## config.mk

```make
export PLATFORM = sky130hd
export DESIGN_NAME = single_double_tap_detector
export DESIGN_NICKNAME = d
export VERILOG_FILES = /design/src/sdt_pkg.sv /design/src/sdt_slot_table.sv /design/src/sdt_slot_eval.sv /design/src/single_double_tap_detector.sv
export SDC_FILE = /design/constraint.sdc
export NUM_CORES = 1
export LEC_CHECK = 0
export BUFFER_PORTS_ARGS = -buffer_cell sky130_fd_sc_hd__buf_2
export CORE_MARGIN = 5
export CORE_UTILIZATION = 50
export DETAILED_ROUTE_END_ITERATION = 12
export PLACE_DENSITY_LB_ADDON = 0.2
export SLEW_MARGIN = 20
export SYNTH_ARGS = -nofsm -noshare
export SYNTH_HDL_FRONTEND = slang
export SYNTH_HIERARCHICAL = 1
export SYNTH_SLANG_ARGS = --single-unit
```

## constraint.sdc

```tcl
create_clock -name clock -period 10.3 [get_ports clock]
set_input_delay 0.515 -clock clock [delete_from_list [all_inputs] [get_ports clock]]
set_output_delay 0.515 -clock clock [all_outputs]
set_load 0.05 [all_outputs]
```

## src/sdt_pkg.sv

```systemverilog
// Package for the single/double tap detector.
// Holds the transaction payload types, the slot entry type and shared constants.
// Depends on nothing; every other file imports it.
package sdt_pkg;

   localparam int KEY_W = 32;
   localparam int POS_W = 8;
   localparam int TIME_W = 32;
   localparam int TERM_W = 16;
   localparam int TAP_W = 2;
   localparam int REQ_W = 2;
   localparam int MAX_RESULTS = 16;
   localparam int CNT_W = 5;

   localparam logic [TAP_W-1:0] TAP_LIMIT = 2'd2;
   localparam logic [TERM_W-1:0] TERM_RESET = 16'd200;

   localparam logic [REQ_W-1:0] REQ_PRESS = 2'd0;
   localparam logic [REQ_W-1:0] REQ_RELEASE = 2'd1;
   localparam logic [REQ_W-1:0] REQ_TICK = 2'd2;

   localparam logic STATUS_KEY = 1'b0;
   localparam logic STATUS_FULL = 1'b1;

   typedef struct packed {
      logic [REQ_W-1:0]  req_type;
      logic [POS_W-1:0]  key_position;
      logic [KEY_W-1:0]  one_tap_code;
      logic [KEY_W-1:0]  two_tap_code;
      logic [TIME_W-1:0] event_time;
   } sdt_request_type;

   typedef struct packed {
      logic              status;
      logic [KEY_W-1:0]  out_key;
      logic              out_pressed;
      logic [TIME_W-1:0] out_time;
      logic              last;
   } sdt_response_type;

   typedef struct packed {
      logic              used;
      logic [POS_W-1:0]  position;
      logic [KEY_W-1:0]  single_code;
      logic [KEY_W-1:0]  double_code;
      logic [TAP_W-1:0]  press_total;
      logic              held;
      logic              decided;
      logic              chose_double;
      logic              armed;
      logic [TIME_W-1:0] deadline;
   } sdt_slot_type;

   typedef struct packed {
      logic              match;
      logic              free;
      logic              due;
      logic [TIME_W-1:0] new_deadline;
   } sdt_eval_type;

endpackage

```

## src/sdt_slot_table.sv

```systemverilog
// Slot table of the single/double tap detector: one entry per tracked key position.
// Flags are cleared by reset; codes, position and deadline have no reset and take every write.
// Depends on sdt_pkg.
module sdt_slot_table
   import sdt_pkg::*;
#(
   parameter int SLOTS = 8,
   localparam int IDX_W = (SLOTS > 1) ? $clog2(SLOTS) : 1
) (
   input  logic             clock,
   input  logic             reset,
   input  logic [IDX_W-1:0] rd_idx,
   output sdt_slot_type     rd_entry,
   input  logic             wr_en,
   input  logic [IDX_W-1:0] wr_idx,
   input  sdt_slot_type     wr_entry
);

   logic              used_ff         [SLOTS];
   logic [TAP_W-1:0]  press_total_ff  [SLOTS];
   logic              held_ff         [SLOTS];
   logic              decided_ff      [SLOTS];
   logic              chose_double_ff [SLOTS];
   logic              armed_ff        [SLOTS];
   logic [POS_W-1:0]  position_ff     [SLOTS];
   logic [KEY_W-1:0]  single_ff       [SLOTS];
   logic [KEY_W-1:0]  double_ff       [SLOTS];
   logic [TIME_W-1:0] deadline_ff     [SLOTS];

   always_ff @(posedge clock) begin
      if (reset) begin
         for (int i = 0; i < SLOTS; i++) begin
            used_ff[i]         <= 1'b0;
            press_total_ff[i]  <= '0;
            held_ff[i]         <= 1'b0;
            decided_ff[i]      <= 1'b0;
            chose_double_ff[i] <= 1'b0;
            armed_ff[i]        <= 1'b0;
         end
      end else if (wr_en) begin
         used_ff[wr_idx]         <= wr_entry.used;
         press_total_ff[wr_idx]  <= wr_entry.press_total;
         held_ff[wr_idx]         <= wr_entry.held;
         decided_ff[wr_idx]      <= wr_entry.decided;
         chose_double_ff[wr_idx] <= wr_entry.chose_double;
         armed_ff[wr_idx]        <= wr_entry.armed;
      end
   end

   always_ff @(posedge clock) begin
      if (wr_en) begin
         position_ff[wr_idx] <= wr_entry.position;
         single_ff[wr_idx]   <= wr_entry.single_code;
         double_ff[wr_idx]   <= wr_entry.double_code;
         deadline_ff[wr_idx] <= wr_entry.deadline;
      end
   end

   always_comb begin
      rd_entry.used         = used_ff[rd_idx];
      rd_entry.position     = position_ff[rd_idx];
      rd_entry.single_code  = single_ff[rd_idx];
      rd_entry.double_code  = double_ff[rd_idx];
      rd_entry.press_total  = press_total_ff[rd_idx];
      rd_entry.held         = held_ff[rd_idx];
      rd_entry.decided      = decided_ff[rd_idx];
      rd_entry.chose_double = chose_double_ff[rd_idx];
      rd_entry.armed        = armed_ff[rd_idx];
      rd_entry.deadline     = deadline_ff[rd_idx];
   end

endmodule

```

## src/sdt_slot_eval.sv

```systemverilog
// Shared slot evaluation unit: position compare, wrap-safe deadline check and deadline sum.
// One slot entry is evaluated per cycle under control of the sequencer, which may hold it on a stall.
// Depends on sdt_pkg.
module sdt_slot_eval
   import sdt_pkg::*;
(
   input  sdt_slot_type      entry,
   input  logic [POS_W-1:0]  position,
   input  logic [TIME_W-1:0] now,
   input  logic [TERM_W-1:0] term,
   output sdt_eval_type      result
);

   logic [TIME_W-1:0] elapsed;

   always_comb begin
      elapsed = now - entry.deadline;
      result.match = entry.used && (entry.position == position);
      result.free = !entry.used;
      result.due = entry.used && entry.armed && !entry.decided && !elapsed[TIME_W-1];
      result.new_deadline = now + TIME_W'(term);
   end

endmodule

```

## src/single_double_tap_detector.sv

```systemverilog
// Single/double tap detector. A press or release transaction walks the slot table one
// slot per cycle through a shared compare unit until a match, then updates the slot
// in S_ACT and delivers its result from S_FLUSH. A tick walks the slots the same way,
// taking an extra step for each fired slot whose key is already up, plus a final
// flush step; at most 16 results are produced per tick. A tick step or the flush
// waits only while the result register is held by rsp_ready low.
// Depends on sdt_pkg, sdt_slot_table, sdt_slot_eval.
module single_double_tap_detector
   import sdt_pkg::*;
#(
   parameter int SLOTS = 8
) (
   input  logic                clock,
   input  logic                reset,
   input  logic                req_valid,
   output logic                req_ready,
   input  sdt_request_type     req_data,
   output logic                rsp_valid,
   input  logic                rsp_ready,
   output sdt_response_type    rsp_data,
   input  logic                csr_wr_en,
   input  logic [TERM_W-1:0]   csr_wr_data
);

   localparam int IDX_W = (SLOTS > 1) ? $clog2(SLOTS) : 1;
   localparam logic [IDX_W-1:0] LAST_IDX = IDX_W'(SLOTS - 1);

   localparam logic [2:0] S_IDLE  = 3'd0;
   localparam logic [2:0] S_SCAN  = 3'd1;
   localparam logic [2:0] S_ACT   = 3'd2;
   localparam logic [2:0] S_TICK  = 3'd3;
   localparam logic [2:0] S_FLUSH = 3'd4;

   logic [2:0]        state_ff, state_in;
   logic [TERM_W-1:0] term_ff;
   sdt_request_type   req_ff, req_in;
   logic [IDX_W-1:0]  idx_ff, idx_in;
   logic [IDX_W-1:0]  free_idx_ff, free_idx_in;
   logic              found_ff, found_in;
   logic              free_found_ff, free_found_in;
   logic              phase_ff, phase_in;
   logic [CNT_W-1:0]  cnt_ff, cnt_in;
   sdt_response_type  pend_ff, pend_in;
   logic              pend_valid_ff, pend_valid_in;
   sdt_response_type  rsp_data_ff, rsp_data_in;
   logic              rsp_valid_ff, rsp_valid_in;

   sdt_slot_type      entry;
   sdt_slot_type      base;
   sdt_slot_type      wr_entry;
   logic              wr_en;
   sdt_eval_type      ev;
   logic              out_free;
   logic              out_load;
   sdt_response_type  out_data;
   sdt_response_type  new_rsp;
   logic              can_push;
   logic [TAP_W-1:0]  next_tap;

   sdt_slot_table #(.SLOTS(SLOTS)) u_table (
      .clock    (clock),
      .reset    (reset),
      .rd_idx   (idx_ff),
      .rd_entry (entry),
      .wr_en    (wr_en),
      .wr_idx   (idx_ff),
      .wr_entry (wr_entry)
   );

   sdt_slot_eval u_eval (
      .entry    (entry),
      .position (req_ff.key_position),
      .now      (req_ff.event_time),
      .term     (term_ff),
      .result   (ev)
   );

   assign req_ready = (state_ff == S_IDLE);
   assign rsp_valid = rsp_valid_ff;
   assign rsp_data = rsp_data_ff;
   assign out_free = !rsp_valid_ff || rsp_ready;
   assign can_push = !pend_valid_ff || out_free;

   always_comb begin
      state_in      = state_ff;
      req_in        = req_ff;
      idx_in        = idx_ff;
      free_idx_in   = free_idx_ff;
      found_in      = found_ff;
      free_found_in = free_found_ff;
      phase_in      = phase_ff;
      cnt_in        = cnt_ff;
      pend_in       = pend_ff;
      pend_valid_in = pend_valid_ff;
      wr_en         = 1'b0;
      wr_entry      = entry;
      base          = entry;
      out_load      = 1'b0;
      out_data      = pend_ff;
      new_rsp       = '0;
      next_tap      = '0;

      unique case (state_ff)
         S_IDLE: begin
            if (req_valid) begin
               req_in        = req_data;
               idx_in        = '0;
               found_in      = 1'b0;
               free_found_in = 1'b0;
               phase_in      = 1'b0;
               cnt_in        = '0;
               priority case (req_data.req_type)
                  REQ_PRESS, REQ_RELEASE: state_in = S_SCAN;
                  REQ_TICK:               state_in = S_TICK;
                  default:                state_in = S_IDLE;
               endcase
            end
         end

         S_SCAN: begin
            if (ev.match) begin
               found_in = 1'b1;
               state_in = S_ACT;
            end else begin
               if (ev.free && !free_found_ff) begin
                  free_found_in = 1'b1;
                  free_idx_in   = idx_ff;
               end
               if (idx_ff == LAST_IDX) begin
                  free_found_in = free_found_ff || ev.free;
                  idx_in        = free_found_ff ? free_idx_ff : idx_ff;
                  state_in      = S_ACT;
               end else begin
                  idx_in = idx_ff + 1'b1;
               end
            end
         end

         S_ACT: begin
            state_in = S_FLUSH;
            if (req_ff.req_type == REQ_PRESS) begin
               if (!found_ff && !free_found_ff) begin
                  new_rsp.status = STATUS_FULL;
                  pend_in        = new_rsp;
                  pend_valid_in  = 1'b1;
               end else begin
                  if (!found_ff) begin
                     base.used         = 1'b1;
                     base.position     = req_ff.key_position;
                     base.single_code  = req_ff.one_tap_code;
                     base.double_code  = req_ff.two_tap_code;
                     base.press_total  = '0;
                     base.held         = 1'b0;
                     base.decided      = 1'b0;
                     base.chose_double = 1'b0;
                     base.armed        = 1'b0;
                  end
                  next_tap = (base.press_total < TAP_LIMIT) ? base.press_total + 1'b1
                                                            : base.press_total;
                  wr_entry             = base;
                  wr_entry.held        = 1'b1;
                  wr_entry.armed       = 1'b0;
                  wr_entry.press_total = next_tap;
                  if (next_tap >= TAP_LIMIT) begin
                     wr_entry.decided      = 1'b1;
                     wr_entry.chose_double = 1'b1;
                     new_rsp.status        = STATUS_KEY;
                     new_rsp.out_key       = base.double_code;
                     new_rsp.out_pressed   = 1'b1;
                     new_rsp.out_time      = req_ff.event_time;
                     pend_in               = new_rsp;
                     pend_valid_in         = 1'b1;
                  end else begin
                     wr_entry.deadline = ev.new_deadline;
                     wr_entry.armed    = 1'b1;
                  end
                  wr_en = 1'b1;
               end
            end else if (found_ff) begin
               wr_entry      = entry;
               wr_entry.held = 1'b0;
               if (entry.decided) begin
                  new_rsp.status        = STATUS_KEY;
                  new_rsp.out_key       = entry.chose_double ? entry.double_code
                                                             : entry.single_code;
                  new_rsp.out_pressed   = 1'b0;
                  new_rsp.out_time      = req_ff.event_time;
                  pend_in               = new_rsp;
                  pend_valid_in         = 1'b1;
                  wr_entry.used         = 1'b0;
                  wr_entry.press_total  = '0;
                  wr_entry.decided      = 1'b0;
                  wr_entry.chose_double = 1'b0;
                  wr_entry.armed        = 1'b0;
               end
               wr_en = 1'b1;
            end
         end

         S_TICK: begin
            new_rsp.status      = STATUS_KEY;
            new_rsp.out_key     = entry.single_code;
            new_rsp.out_pressed = !phase_ff;
            new_rsp.out_time    = entry.deadline;
            if (phase_ff) begin
               if (can_push) begin
                  out_load              = pend_valid_ff;
                  pend_in               = new_rsp;
                  pend_valid_in         = 1'b1;
                  cnt_in                = cnt_ff + 1'b1;
                  wr_entry.used         = 1'b0;
                  wr_entry.press_total  = '0;
                  wr_entry.held         = 1'b0;
                  wr_entry.decided      = 1'b0;
                  wr_entry.chose_double = 1'b0;
                  wr_entry.armed        = 1'b0;
                  wr_en                 = 1'b1;
                  phase_in              = 1'b0;
                  if (idx_ff == LAST_IDX) begin
                     state_in = S_FLUSH;
                  end else begin
                     idx_in = idx_ff + 1'b1;
                  end
               end
            end else if (ev.due && (cnt_ff > CNT_W'(MAX_RESULTS - 2))) begin
               state_in = S_FLUSH;
            end else if (ev.due) begin
               if (can_push) begin
                  out_load              = pend_valid_ff;
                  pend_in               = new_rsp;
                  pend_valid_in         = 1'b1;
                  cnt_in                = cnt_ff + 1'b1;
                  wr_entry.armed        = 1'b0;
                  wr_entry.decided      = 1'b1;
                  wr_entry.chose_double = 1'b0;
                  wr_en                 = 1'b1;
                  if (!entry.held) begin
                     phase_in = 1'b1;
                  end else if (idx_ff == LAST_IDX) begin
                     state_in = S_FLUSH;
                  end else begin
                     idx_in = idx_ff + 1'b1;
                  end
               end
            end else if (idx_ff == LAST_IDX) begin
               state_in = S_FLUSH;
            end else begin
               idx_in = idx_ff + 1'b1;
            end
         end

         S_FLUSH: begin
            if (!pend_valid_ff) begin
               state_in = S_IDLE;
            end else if (out_free) begin
               out_load      = 1'b1;
               out_data.last = 1'b1;
               pend_valid_in = 1'b0;
               state_in      = S_IDLE;
            end
         end

         default: begin
            state_in = S_IDLE;
         end
      endcase
   end

   always_comb begin
      rsp_data_in  = rsp_data_ff;
      rsp_valid_in = rsp_valid_ff;
      if (out_load) begin
         rsp_data_in  = out_data;
         rsp_valid_in = 1'b1;
      end else if (rsp_ready) begin
         rsp_valid_in = 1'b0;
      end
   end

   always_ff @(posedge clock) begin
      if (reset) begin
         state_ff      <= S_IDLE;
         term_ff       <= TERM_RESET;
         found_ff      <= 1'b0;
         free_found_ff <= 1'b0;
         phase_ff      <= 1'b0;
         cnt_ff        <= '0;
         idx_ff        <= '0;
         free_idx_ff   <= '0;
         pend_valid_ff <= 1'b0;
         rsp_valid_ff  <= 1'b0;
      end else begin
         state_ff      <= state_in;
         if (csr_wr_en) begin
            term_ff <= csr_wr_data;
         end
         found_ff      <= found_in;
         free_found_ff <= free_found_in;
         phase_ff      <= phase_in;
         cnt_ff        <= cnt_in;
         idx_ff        <= idx_in;
         free_idx_ff   <= free_idx_in;
         pend_valid_ff <= pend_valid_in;
         rsp_valid_ff  <= rsp_valid_in;
      end
   end

   always_ff @(posedge clock) begin
      req_ff      <= req_in;
      pend_ff     <= pend_in;
      rsp_data_ff <= rsp_data_in;
   end

endmodule
```

==> key figures <==
Run status
  • Result of the run: finished clean

Timing
  • Achievable frequency: about 150 MHz
  • Setup repair after global routing missed its margin: no
  • Tmin final: 6.68 ns
  • Setup-violating endpoint count in the final report: 0
  • Smallest setup slack after layout: 3.62 ns
  • Clock tree skew after final layout: 0.0228 ns
  • Total count of hold-check failures in the final report: 0
  • Final max-slew violation count: 0
  • Final worst-path cycle share: between 60% and 70%
  • Headroom to the max-slew limit: 25.8%
  • Worst Tran Pin Value: 1.11 ns
  • Fin Setup TNS: 0 ns

Worst setup path
  • Sum of buffers and inverters on the critical path: 3
  • WP data arrival: between 6 and 7 ns
  • Nature of the critical path endpoint: flop
  • Largest delay share family, worst path: compound AO/OA/AOI/OAI gates
  • Crit path cell chain: buf_4, mux4_2, mux2_2, inv_1, ha_1, a21oi_1, o21ai_0, a221o_1, a211o_1, a2111o_1, nand2_1, nor2b_1, a21oi_1, o21ai_0, nor2b_4, buf_4
  • Cell with the largest stage delay on the worst path: sky130_fd_sc_hd__nor2b_4
  • Delay of the slowest cell on the worst path: around 0.90 ns
  • Max FO, Critical Path: 43
  • CP Class: flop to flop
  • Endpoint required time on the critical path: 10.61 ns
  • Crit start category: flop

Final layout
  • Final layout net count: 2970
  • Final design area excluding fillers: approximately 55000 um2
  • Antenna cell count: 0
  • Layout cell share with drive strength beyond 1: around 29%
  • Layout Area Growth over Synthesis: 14.2%

Route
  • Total via count in the routed design: 25000
  • Total detailed-routing wirelength: 111000 um
  • Detailed-route wire length per cell: 26.7 um
  • Number of detailed-routing iterations run before antenna repair: 8
  • Final antenna-violating net count: 0
  • Drt via density: 6.02
  • First DRT Iteration DRCs: 2406
  • # DRC: 0

CTS
  • Worst-case clock buffer depth: 3
  • Clock Latency Late Sink: 0.68 ns
  • Htree depth: 3
  • Number of clock buffers inserted by TritonCTS: 114
  • Root Buffer Master: sky130_fd_sc_hd__clkbuf_16
  • Clk slew on worst S/H paths: approximately 0.060 ns
  • Post-CTS Setup Inserts: 0
  • TritonCTS clock tree: built
  • Clock Sink Count: about 1200

Min path
  • Worst min-delay path class: input port to flop

Floorplan
  • Die Span Y: 319 um
  • Effective utilization at floorplan: 50.3%
  • Area inside the core boundary: approximately 95000 um2
  • I/O pins: just under 200
  • Die Footprint: a little over 100000 um2
  • Std cell rows: about 110
  • Chip Width: 319 um

Placement
  • Weighted congestion reported at the end of routability-driven placement: 0.861
  • Quantity of I/O buffers inserted on ports: 195
  • Minimum setup slack after placement: 3.43 ns
  • Standard cell area after detailed placement: ~50000 um2
  • Half-perimeter wire length of the detailed placement result: 61900 um

Logic synthesis
  • Top post-synthesis cells by count: sky130_fd_sc_hd__edfxtp_1, sky130_fd_sc_hd__mux4_2, sky130_fd_sc_hd__mux2_2
  • Simple-gate portion of the synthesized area: between 3 and 4%
  • Synthesized area per cell: 19.2 um2
  • Net count after synthesis: 2667
  • Number of synthesized flops with an enable pin: ~1100
  • XOR/XNOR share of the synthesized area: 0.696%
  • Multiplexer area fraction after synthesis: 15.3%
  • Post-synthesis share of cell area spent on full adders, half adders and majority gates: ~1.4%
  • Share of synthesized registers carrying an async set or reset: 0%
  • Synthesized instance count: 2488
  • Library cell with the highest instance count after synthesis: sky130_fd_sc_hd__edfxtp_1
  • Post-synth cell types: 76
  • Area leader, netlist: sky130_fd_sc_hd__edfxtp_1
  • Compound-cell area share of the yosys netlist: 4.77%
  • FF+latch count, synth: around 1200
  • Main area contributors after synthesis: sky130_fd_sc_hd__edfxtp_1, sky130_fd_sc_hd__mux4_2, sky130_fd_sc_hd__mux2_2, sky130_fd_sc_hd__a22o_1, sky130_fd_sc_hd__dfxtp_1
  • Top-area cell type share of the netlist area: 70.8%
  • Most instantiated flip-flop cell in the synthesis netlist: sky130_fd_sc_hd__edfxtp_1
  • Dominant combinational cell family by area after synthesis: multiplexers
  • Sequential-to-total area share from yosys stat: a little over 70%
  • Post-Synthesis Cell Area: 47800 um2
  • Yosys warns: 6

Global route
  • Maximum number of pins on one net before global-route repair: between 100 and 150
  • Aggregate global-route resource usage: a little over a fifth
  • Global route overflow: 0
  • Number of global-route vias before repair: 26100
  • Number of antenna violations at the first check in global routing: 3
  • Wire length of the first global-routing pass: 168000 um

Power
  • Part of the total power dissipated in sequential elements: 49.0%
  • Cell internal power dissipation: 8.76 mW
  • Clock power share: 35.3%
  • Leakage power figure: 17.8 nW
  • Combinational fraction of design power: approximately 16%
  • Power Density: 216 nW/um2
  • Net load switching power: 3.05 mW
  • Max IR drop VDD: 138 uV
  • Switching power share of the total: around 26%

Job
  • Number of maximum-capacitance constraint violations: 0
state kept, by name, indices dropped and copies added, names as in the netlist, 16 cells and up:
signal	flops
req_ff	106
u_table/press_total_ff	16
out_data	66
term_ff	16
u_table/double_ff	256
u_table/single_ff	256
u_table/deadline_ff	256
rsp_data	67
u_table/position_ff	64
cell type report:
| cell class | instances | area (um2) |
|---|---|---|
| Timing Repair Buffer | 322 | 2280 |
| Fill cell | 7141 | 40400 |
| Tap cell | 1265 | 1580 |
| Clock inverter | 76 | 776 |
| Inverter | 51 | 194 |
| Clock buffer | 137 | 3000 |
| Sequential cell | 1162 | 34600 |
| Multi-Input combinational cell | 1140 | 12200 |
timing repair:
action / CTS / global route
hold endpoints to repair: 91 / 1
resized for setup: 0 / 0
hold buffers: 91 / 1
placed cells by master (no fill, tap or decap), types with 14 or more instances in the layout:
master / instances
sky130_fd_sc_hd__edfxtp_1: 1127
sky130_fd_sc_hd__mux4_2: 222
sky130_fd_sc_hd__buf_2: 195
sky130_fd_sc_hd__mux2_2: 155
sky130_fd_sc_hd__clkbuf_16: 116
sky130_fd_sc_hd__a22o_1: 97
sky130_fd_sc_hd__dlygate4sd3_1: 92
sky130_fd_sc_hd__a21oi_1: 86
sky130_fd_sc_hd__nor2_1: 85
sky130_fd_sc_hd__nor3_1: 65
sky130_fd_sc_hd__ha_1: 51
sky130_fd_sc_hd__nand2_1: 48
sky130_fd_sc_hd__inv_1: 43
sky130_fd_sc_hd__o22ai_1: 35
sky130_fd_sc_hd__dfxtp_1: 31
sky130_fd_sc_hd__o21ai_0: 30
sky130_fd_sc_hd__clkinv_1: 27
sky130_fd_sc_hd__buf_4: 25
sky130_fd_sc_hd__xnor2_1: 24
sky130_fd_sc_hd__clkinv_2: 22
sky130_fd_sc_hd__mux2_4: 22
sky130_fd_sc_hd__mux2i_1: 19
sky130_fd_sc_hd__clkbuf_1: 19
sky130_fd_sc_hd__nand3_1: 17
sky130_fd_sc_hd__xor2_1: 14
worst register-to-register path: stages (launching register included):
cell	delay, ns
sky130_fd_sc_hd__dfxtp_4	0.71
sky130_fd_sc_hd__buf_4	0.78
sky130_fd_sc_hd__mux4_2	0.62
sky130_fd_sc_hd__mux2_2	0.31
sky130_fd_sc_hd__inv_1	0.06
sky130_fd_sc_hd__ha_1	0.23
sky130_fd_sc_hd__a21oi_1	0.14
sky130_fd_sc_hd__o21ai_0	0.12
sky130_fd_sc_hd__a221o_1	0.33
sky130_fd_sc_hd__a211o_1	0.33
sky130_fd_sc_hd__a2111o_1	0.30
sky130_fd_sc_hd__nand2_1	0.17
sky130_fd_sc_hd__nor2b_1	0.24
sky130_fd_sc_hd__a21oi_1	0.12
sky130_fd_sc_hd__o21ai_0	0.25
sky130_fd_sc_hd__nor2b_4	0.90
sky130_fd_sc_hd__buf_4	0.66
power by group through the flow:
stage / clock, mW / sequential (mW) / combinational, mW
global route: 4.47 / 5.80 / 2.02
detailed placement: 0 / 5.89 / 1.84
floorplan: 0 / 5.80 / 1.42
global placement: 0 / 5.88 / 1.79
finish: 4.17 / 5.78 / 1.86
CTS: 4.25 / 5.79 / 1.88
routing by layer:
metal | global-route usage (%) | vias to the layer above | share of wire (%)
li1 | - | 10800 | -
met3 | 3.27 | 186 | 6.1
met4 | 4.97 | 2 | 2.3
met2 | 36.4 | 939 | 50
met1 | 30.1 | 13100 | 42
met5 | 0 | - | 0.012
stage by stage:
step / instances / power, mW / hold slack, ns / utilization (%)
floorplan: 2488 / 7.21 / 0.400 / -
global placement: 3846 / 7.68 / 0.402 / 52.5
detailed placement: 3846 / 7.72 / 0.405 / 52.5
CTS: 4150 / 11.9 / 0.000703 / 57.4
global route: 4153 / 12.3 / 0.0208 / 57.5
finish: 4153 / 11.8 / 0.0481 / 57.5
worst paths after layout:
| path | from | to | slack, ns | cells past startpoint |
|---|---|---|---|---|
| max | idx_ff[0] | rsp_data[24] | 3.62 | 16 |
| max reg2reg | idx_ff[0] | rsp_data[24] | 3.62 | 16 |
| min reg2reg | out_data[44] | rsp_data[44] | 0.42 | 0 |
| min | csr_wr_data[6] | term_ff[6] | 0.05 | 2 |
cells by family after synthesis:
group / Yosys count
AO/OA/AOI/OAI: 323
multiplexers: 424
flip-flops: 1162
AND/OR/NAND/NOR: 303
buffers and inverters: 186
XOR/XNOR: 38
adder cells (fa/ha/maj): 52
Power figures use the tool's default switching activity.
